### config.mk
export PLATFORM = sky130hd
export DESIGN_NAME = key_value_token_matcher
export DESIGN_NICKNAME = d
export VERILOG_FILES = /design/src/design/kvtm_pkg.sv /design/src/design/key_value_token_matcher.sv
export SDC_FILE = /design/constraint.sdc
export NUM_CORES = 1
export LEC_CHECK = 0
export BUFFER_PORTS_ARGS = -buffer_cell sky130_fd_sc_hd__buf_2
export CAP_MARGIN = 10
export CORE_ASPECT_RATIO = 1.25
export CORE_MARGIN = 2
export CORE_UTILIZATION = 62
export CTS_CLUSTER_DIAMETER = 200
export DETAILED_ROUTE_END_ITERATION = 8
export PLACE_DENSITY = 0.89
export SETUP_SLACK_MARGIN = 0.3
export SLEW_MARGIN = 20
export SYNTH_ARGS = -nofsm -noshare
export SYNTH_HDL_FRONTEND = slang
export SYNTH_SLANG_ARGS = --single-unit
### constraint.sdc
create_clock -name clk -period 6 [get_ports clk]
set_clock_uncertainty 0.2 [all_clocks]
set_input_delay 1.2 -clock clk [delete_from_list [all_inputs] [get_ports clk]]
set_output_delay 1.2 -clock clk [all_outputs]
set_load 0.01 [all_outputs]
### src/design/kvtm_pkg.sv
// Package for the key=value token matcher.
// Holds character codes, position limits and configuration register indexes.
// No dependencies.
package kvtm_pkg;

    localparam int CHAR_W = 8;
    localparam int POS_W  = 5;
    localparam int LEN_W  = 4;
    localparam int TEXT_W = 64;
    localparam int CFG_INDEX_W = 3;

    localparam logic [CHAR_W-1:0] CHAR_NUL    = 8'h00;
    localparam logic [CHAR_W-1:0] CHAR_TAB    = 8'h09;
    localparam logic [CHAR_W-1:0] CHAR_SPACE  = 8'h20;
    localparam logic [CHAR_W-1:0] CHAR_EQUALS = 8'h3D;

    localparam logic [POS_W-1:0] POSITION_LIMIT = 5'd31;

    localparam logic [CFG_INDEX_W-1:0] REG_KEY_TEXT     = 3'd0;
    localparam logic [CFG_INDEX_W-1:0] REG_KEY_LENGTH   = 3'd1;
    localparam logic [CFG_INDEX_W-1:0] REG_VALUE_TEXT   = 3'd2;
    localparam logic [CFG_INDEX_W-1:0] REG_VALUE_LENGTH = 3'd3;

endpackage

### src/design/key_value_token_matcher.sv
// Top level of the key=value token matcher: token state, compare logic and result register.
// Depends on kvtm_pkg.
//
// Usage:
// - Input channel (in_valid/in_ready/character) takes one byte of a command line per beat.
//   Space and tab separate tokens; a NUL byte ends the string.
// - Output channel (out_valid/out_ready/found) gives one beat per NUL: found is 1 when some
//   token of the ended string equals key, '=', value exactly (case-sensitive).
// - Configuration port (cfg_write/cfg_index/cfg_data) writes key_text, key_length,
//   value_text and value_length with no wait; indexes beyond the list are ignored.
// Timing:
// - One byte is accepted per cycle while in_ready is high; each byte is compared and the
//   token state updated in the cycle it is taken, set by a single byte compare and a 5-bit position update.
// - The result of a NUL is registered and is on the output in the cycle after the NUL beat.
// - While a result waits and out_ready is low, in_ready is low; the result register holds.
//   Taking the result frees the input in the same cycle.
// Reset:
// - rst_n clears the registers, the token state and the result register at once.
module key_value_token_matcher
    import kvtm_pkg::*;
#(
    parameter int MAX_KEY_CHARS   = 8,
    parameter int MAX_VALUE_CHARS = 8
) (
    input  logic                   clk,
    input  logic                   rst_n,
    input  logic                   in_valid,
    output logic                   in_ready,
    input  logic [CHAR_W-1:0]      character,
    output logic                   out_valid,
    input  logic                   out_ready,
    output logic                   found,
    input  logic                   cfg_write,
    input  logic [CFG_INDEX_W-1:0] cfg_index,
    input  logic [TEXT_W-1:0]      cfg_data
);

    localparam int KEY_BITS   = MAX_KEY_CHARS * CHAR_W;
    localparam int VALUE_BITS = MAX_VALUE_CHARS * CHAR_W;

    logic [KEY_BITS-1:0]   key_text_reg;
    logic [LEN_W-1:0]      key_length_reg;
    logic [VALUE_BITS-1:0] value_text_reg;
    logic [LEN_W-1:0]      value_length_reg;

    logic                  inside_token_reg;
    logic                  inside_token_next;
    logic [POS_W-1:0]      token_position_reg;
    logic [POS_W-1:0]      token_position_next;
    logic                  token_agrees_reg;
    logic                  token_agrees_next;
    logic                  match_seen_reg;
    logic                  match_seen_next;

    logic                  out_valid_reg;
    logic                  out_valid_next;
    logic                  found_reg;
    logic                  found_next;

    logic                  in_beat;
    logic                  is_nul;
    logic                  is_separator;
    logic [LEN_W-1:0]      key_used;
    logic [LEN_W-1:0]      value_used;
    logic [POS_W-1:0]      token_total;
    logic [POS_W-1:0]      value_position;
    logic [CHAR_W-1:0]     key_byte;
    logic [CHAR_W-1:0]     value_byte;
    logic                  char_ok;
    logic                  close_hit;

    assign in_ready  = ~out_valid_reg | out_ready;
    assign in_beat   = in_valid & in_ready;
    assign out_valid = out_valid_reg;
    assign found     = found_reg;

    assign is_nul       = (character == CHAR_NUL);
    assign is_separator = (character == CHAR_SPACE) || (character == CHAR_TAB);

    assign key_used   = (key_length_reg > LEN_W'(MAX_KEY_CHARS)) ?
                        LEN_W'(MAX_KEY_CHARS) : key_length_reg;
    assign value_used = (value_length_reg > LEN_W'(MAX_VALUE_CHARS)) ?
                        LEN_W'(MAX_VALUE_CHARS) : value_length_reg;

    assign token_total    = POS_W'(key_used) + POS_W'(value_used) + POS_W'(1);
    assign value_position = token_position_reg - POS_W'(key_used) - POS_W'(1);

    always_comb
    begin
        key_byte = CHAR_NUL;
        for (int i = 0; i < MAX_KEY_CHARS; i++)
        begin
            if (token_position_reg == POS_W'(i))
            begin
                key_byte = key_text_reg[i*CHAR_W +: CHAR_W];
            end
        end
    end

    always_comb
    begin
        value_byte = CHAR_NUL;
        for (int i = 0; i < MAX_VALUE_CHARS; i++)
        begin
            if (value_position == POS_W'(i))
            begin
                value_byte = value_text_reg[i*CHAR_W +: CHAR_W];
            end
        end
    end

    always_comb
    begin
        if (token_position_reg < POS_W'(key_used))
        begin
            char_ok = (character == key_byte);
        end
        else if (token_position_reg == POS_W'(key_used))
        begin
            char_ok = (character == CHAR_EQUALS);
        end
        else if (token_position_reg < token_total)
        begin
            char_ok = (character == value_byte);
        end
        else
        begin
            char_ok = 1'b0;
        end
    end

    assign close_hit = inside_token_reg & token_agrees_reg & (token_position_reg == token_total);

    always_comb
    begin
        inside_token_next   = inside_token_reg;
        token_position_next = token_position_reg;
        token_agrees_next   = token_agrees_reg;
        match_seen_next     = match_seen_reg;
        found_next          = found_reg;
        out_valid_next      = out_valid_reg & ~out_ready;
        if (in_beat)
        begin
            if (is_nul)
            begin
                out_valid_next      = 1'b1;
                found_next          = match_seen_reg | close_hit;
                inside_token_next   = 1'b0;
                token_position_next = '0;
                token_agrees_next   = 1'b1;
                match_seen_next     = 1'b0;
            end
            else if (is_separator)
            begin
                match_seen_next     = match_seen_reg | close_hit;
                inside_token_next   = 1'b0;
                token_position_next = '0;
                token_agrees_next   = 1'b1;
            end
            else
            begin
                inside_token_next = 1'b1;
                token_agrees_next = token_agrees_reg & char_ok;
                if (token_position_reg < POSITION_LIMIT)
                begin
                    token_position_next = token_position_reg + POS_W'(1);
                end
            end
        end
    end

    always_ff @(posedge clk or negedge rst_n)
    begin
        if (!rst_n)
        begin
            inside_token_reg   <= 1'b0;
            token_position_reg <= '0;
            token_agrees_reg   <= 1'b1;
            match_seen_reg     <= 1'b0;
            out_valid_reg      <= 1'b0;
            found_reg          <= 1'b0;
        end
        else
        begin
            inside_token_reg   <= inside_token_next;
            token_position_reg <= token_position_next;
            token_agrees_reg   <= token_agrees_next;
            match_seen_reg     <= match_seen_next;
            out_valid_reg      <= out_valid_next;
            found_reg          <= found_next;
        end
    end

    always_ff @(posedge clk or negedge rst_n)
    begin
        if (!rst_n)
        begin
            key_text_reg     <= '0;
            key_length_reg   <= '0;
            value_text_reg   <= '0;
            value_length_reg <= '0;
        end
        else if (cfg_write)
        begin
            case (cfg_index)
                REG_KEY_TEXT:     key_text_reg     <= cfg_data[KEY_BITS-1:0];
                REG_KEY_LENGTH:   key_length_reg   <= cfg_data[LEN_W-1:0];
                REG_VALUE_TEXT:   value_text_reg   <= cfg_data[VALUE_BITS-1:0];
                REG_VALUE_LENGTH: value_length_reg <= cfg_data[LEN_W-1:0];
                default:          ;
            endcase
        end
    end

`ifndef SYNTHESIS
    a_nul_gives_result: assert property (@(posedge clk) disable iff (!rst_n)
        (in_beat && is_nul) |=> out_valid_reg)
        else $error("NUL beat did not produce a result");

    a_result_from_nul: assert property (@(posedge clk) disable iff (!rst_n)
        $rose(out_valid_reg) |-> $past(in_beat && is_nul))
        else $error("result appeared without a NUL beat");

    a_nul_clears_state: assert property (@(posedge clk) disable iff (!rst_n)
        (in_beat && is_nul) |=> (!inside_token_reg && token_position_reg == '0 &&
                                 token_agrees_reg && !match_seen_reg))
        else $error("string state not cleared after NUL");

    a_result_held: assert property (@(posedge clk) disable iff (!rst_n)
        (out_valid_reg && !out_ready) |=> (out_valid_reg && $stable(found_reg)))
        else $error("stalled result changed");
`endif

endmodule

==> impl_metrics.env <==
export IMPL_status="completed"
export IMPL_ys_flop_type="dfrtp_1"
export IMPL_die_x_um=103.0
export IMPL_grt_pass1_wl_um=32510
export IMPL_crit_type="flip-flop to flip-flop"
export IMPL_p_per_area_nw_per_um2=468.1
export IMPL_syn_area_um2=7592
export IMPL_min_path_type="flip-flop to flip-flop"
export IMPL_rr_endpoint="token_agrees_reg"
export IMPL_num_nets_final=821
export IMPL_r2r_start="token_position_reg[2]"
export IMPL_synth_warnings=0
export IMPL_clockPowerShare=0.232
export IMPL_overflow=0
export IMPL_fin_util=0.7196
export IMPL_tns_ns=0
export IMPL_report_final_slew_viol_count=0
export IMPL_drc=0
export IMPL_routed_via_density=6.641
export IMPL_pin_count=83
export IMPL_hold_viol=0
export IMPL_cts_max_path_buffers=2
export IMPL_dieArea_um2=13150
export IMPL_vias=5950
export IMPL_grt_pass1_vias=6267
export IMPL_switchingPower_w=0.001562
export IMPL_layout_min_cycle_time_ns=3.995
export IMPL_grt_usage=0.3331
export IMPL_reg2reg_slack_ns=2.01
export IMPL_post_cts_buffers=0
export IMPL_diodes=0
export IMPL_cp_max_fo=24
export IMPL_firstDrtPassIters=7
export IMPL_grt_max_degree=99
export IMPL_dpl_cell_area_um2=8127
export IMPL_hold_end="value_text_reg[61]"
export IMPL_antenna_found_initial=0
export IMPL_drive_above_1_share=0.3634
export IMPL_comb_power_share=0.422
export IMPL_p_int_w=0.002497
export IMPL_syn_area_per_cell_um2=11.72
export IMPL_synthArstFlopShare=1.000
export IMPL_whs_path_depth=1
export IMPL_r2r_cells=9
export IMPL_finalInstanceArea_um2=8671
export IMPL_dp_hpwl_um=14290
export IMPL_drt_iter0_drc=705
export IMPL_ir_drop_uv=236.4
export IMPL_wl_um=21010
export IMPL_ys_types=62
export IMPL_syn2layout_area_growth_pct=14.21
export IMPL_insertion_delay_ns=0.42
export IMPL_coreArea_um2=12050
export IMPL_cp_end_kind="flip-flop"
export IMPL_wire_per_inst_um=23.45
export IMPL_rows=45
export IMPL_cts_tree="yes"
export IMPL_slew_headroom=0.3490
export IMPL_cp_start_kind="flip-flop"
export IMPL_rsz0062_at_grt="no"
export IMPL_ys_seq_area_frac=0.4814
export IMPL_drv_cap=0
export IMPL_p_leak_nw=3.759
export IMPL_cp_arrival_ns=4.14
export IMPL_start_util=0.6301
export IMPL_cts_root_buf="clkbuf_16"
export IMPL_path_clk_slew_ns=0.06
export IMPL_htreeDepth=4
export IMPL_gp_congestion=0.9953
export IMPL_p_seq_frac=0.346
export IMPL_cts_hold_buf=0
export IMPL_numPortBuffers=82
export IMPL_numCtsBuffers=17
export IMPL_timing_fmax_ghz=0.2503
export IMPL_dieHeight_um=127.7
export IMPL_cts_sinks=146
export IMPL_syn_nets=748
export IMPL_fin_crit_sh=0.6658
export IMPL_cts_resized=0
export IMPL_setup_viol=0
export IMPL_ys_ff_latch=146
export IMPL_antenna_left=0
export IMPL_total_power_w=0.004058
export IMPL_synthCells=648
export IMPL_p_sw_frac=0.3848
export IMPL_cp_required_ns=6.15
export IMPL_tightest_slew_ns=0.9629
export IMPL_synth_edf_count=0
export IMPL_worstHoldStart="value_text_reg[61]"
==> layout by cell type, fill, tap and decap left out, types with 4 or more instances in the layout <==
master	count
o21ai_0	41
xnor2_1	5
mux2i_1	6
buf_4	5
nand2_1	40
a21o_1	5
a31oi_1	4
a221o_1	4
nor2_1	33
ha_1	17
nand3_1	12
a221oi_1	8
nand2b_1	8
a211oi_1	4
nand4_1	6
a22oi_1	4
nor3_1	7
buf_2	81
o22ai_1	7
mux4_1	4
clkbuf_1	4
mux2_2	132
dfrtp_1	145
clkinv_2	5
inv_1	22
a32oi_1	4
clkbuf_16	17
nor2b_1	9
a21oi_1	25
xor2_1	8
mux4_2	7
==> kinds of logic (layout without fill, tap and decap cells) <==
family                     count (synthesis)  after routing  share of synthesized area
muxes                                    150            150                     0.2403
DFF                                      146            146                     0.4814
and+or+nand+nor                          137            137                    0.08866
AOI/OAI and AO/OA                        124            124                     0.1046
buffers and inverters                     56            140                    0.02933
adders and majority gates                 20             20                    0.03494
xor gates and xnor gates                  15             15                    0.02077
==> cells in the mapped netlist (all sizes together) (7+ instances only) <==
cell,n,share of area
clkbuf,26,0.013
xor2,9,0.013
o21ai,41,0.027
nor3,7,0.0046
mux2,133,0.20
nand2,40,0.020
nand3,12,0.0079
nor2b,9,0.0074
nor2,34,0.017
a21oi,25,0.016
a221oi,8,0.0092
ha,18,0.030
buf,8,0.0056
mux4,11,0.035
inv,22,0.011
nand2b,8,0.0066
dfrtp,145,0.48
o22ai,7,0.0058
==> layer usage <==
layer	wire [µm]	track usage	vias to the layer above
li1	-	-	2521
met5	0	0	-
met2	10550	0.5588	361
met1	7306	0.3842	2944
met4	1717	0.2113	0
met3	1439	0.06707	124
==> power groups by stage <==
| stage | logic [W] | registers, W | clock network [W] |
|---|---|---|---|
| final | 0.00171 | 0.00140 | 0.000941 |
| after floorplan | 0.00125 | 0.00130 | 0 |
| after global routing | 0.00182 | 0.00142 | 0.000984 |
| after detailed placement | 0.00162 | 0.00141 | 0 |
| after CTS | 0.00166 | 0.00139 | 0.000943 |
| after global placement | 0.00156 | 0.00139 | 0 |
==> metrics by stage <==
step                worst slack [ns]  cells  hold slack (ns)
finish                         2.005    896           0.3034
global placement               2.040    865           0.2813
floorplan                      2.729    648           0.2633
global route                   1.792    896           0.3230
CTS                            2.089    895           0.3007
detailed placement             2.133    865           0.2880
==> area by class of cell <==
class,count,area [µm²]
clock buffer,24,481.7
timing repair buffer,88,481.7
inverter,22,82.58
fill,850,3378
multi-input combinational,446,3732
sequential,146,3655
tap,164,205.2
clock inverter,6,32.53
==> worst max-delay path by stage <==
stage	from	endpoint	slack [ns]
after floorplan	key_length_reg[3]	token_agrees_reg	2.73
after global placement	key_length_reg[3]	token_agrees_reg	2.04
after detailed placement	token_position_reg[2]	token_agrees_reg	2.13
after CTS	token_position_reg[2]	token_agrees_reg	2.09
after global routing	token_position_reg[2]	token_agrees_reg	1.79
final	token_position_reg[2]	token_agrees_reg	2.01
==> worst max-delay path, cell delays in order (launching register included) <==
cell and delay (ns):
dfrtp_1 0.88, ha_1 0.50, xor2_4 0.59, mux4_1 0.67, mux2_4 0.32, xnor2_2 0.11, nand4_1 0.10, a32oi_1 0.20
nand4_1 0.12, a31oi_1 0.19
(Power assumes the default switching activity.)
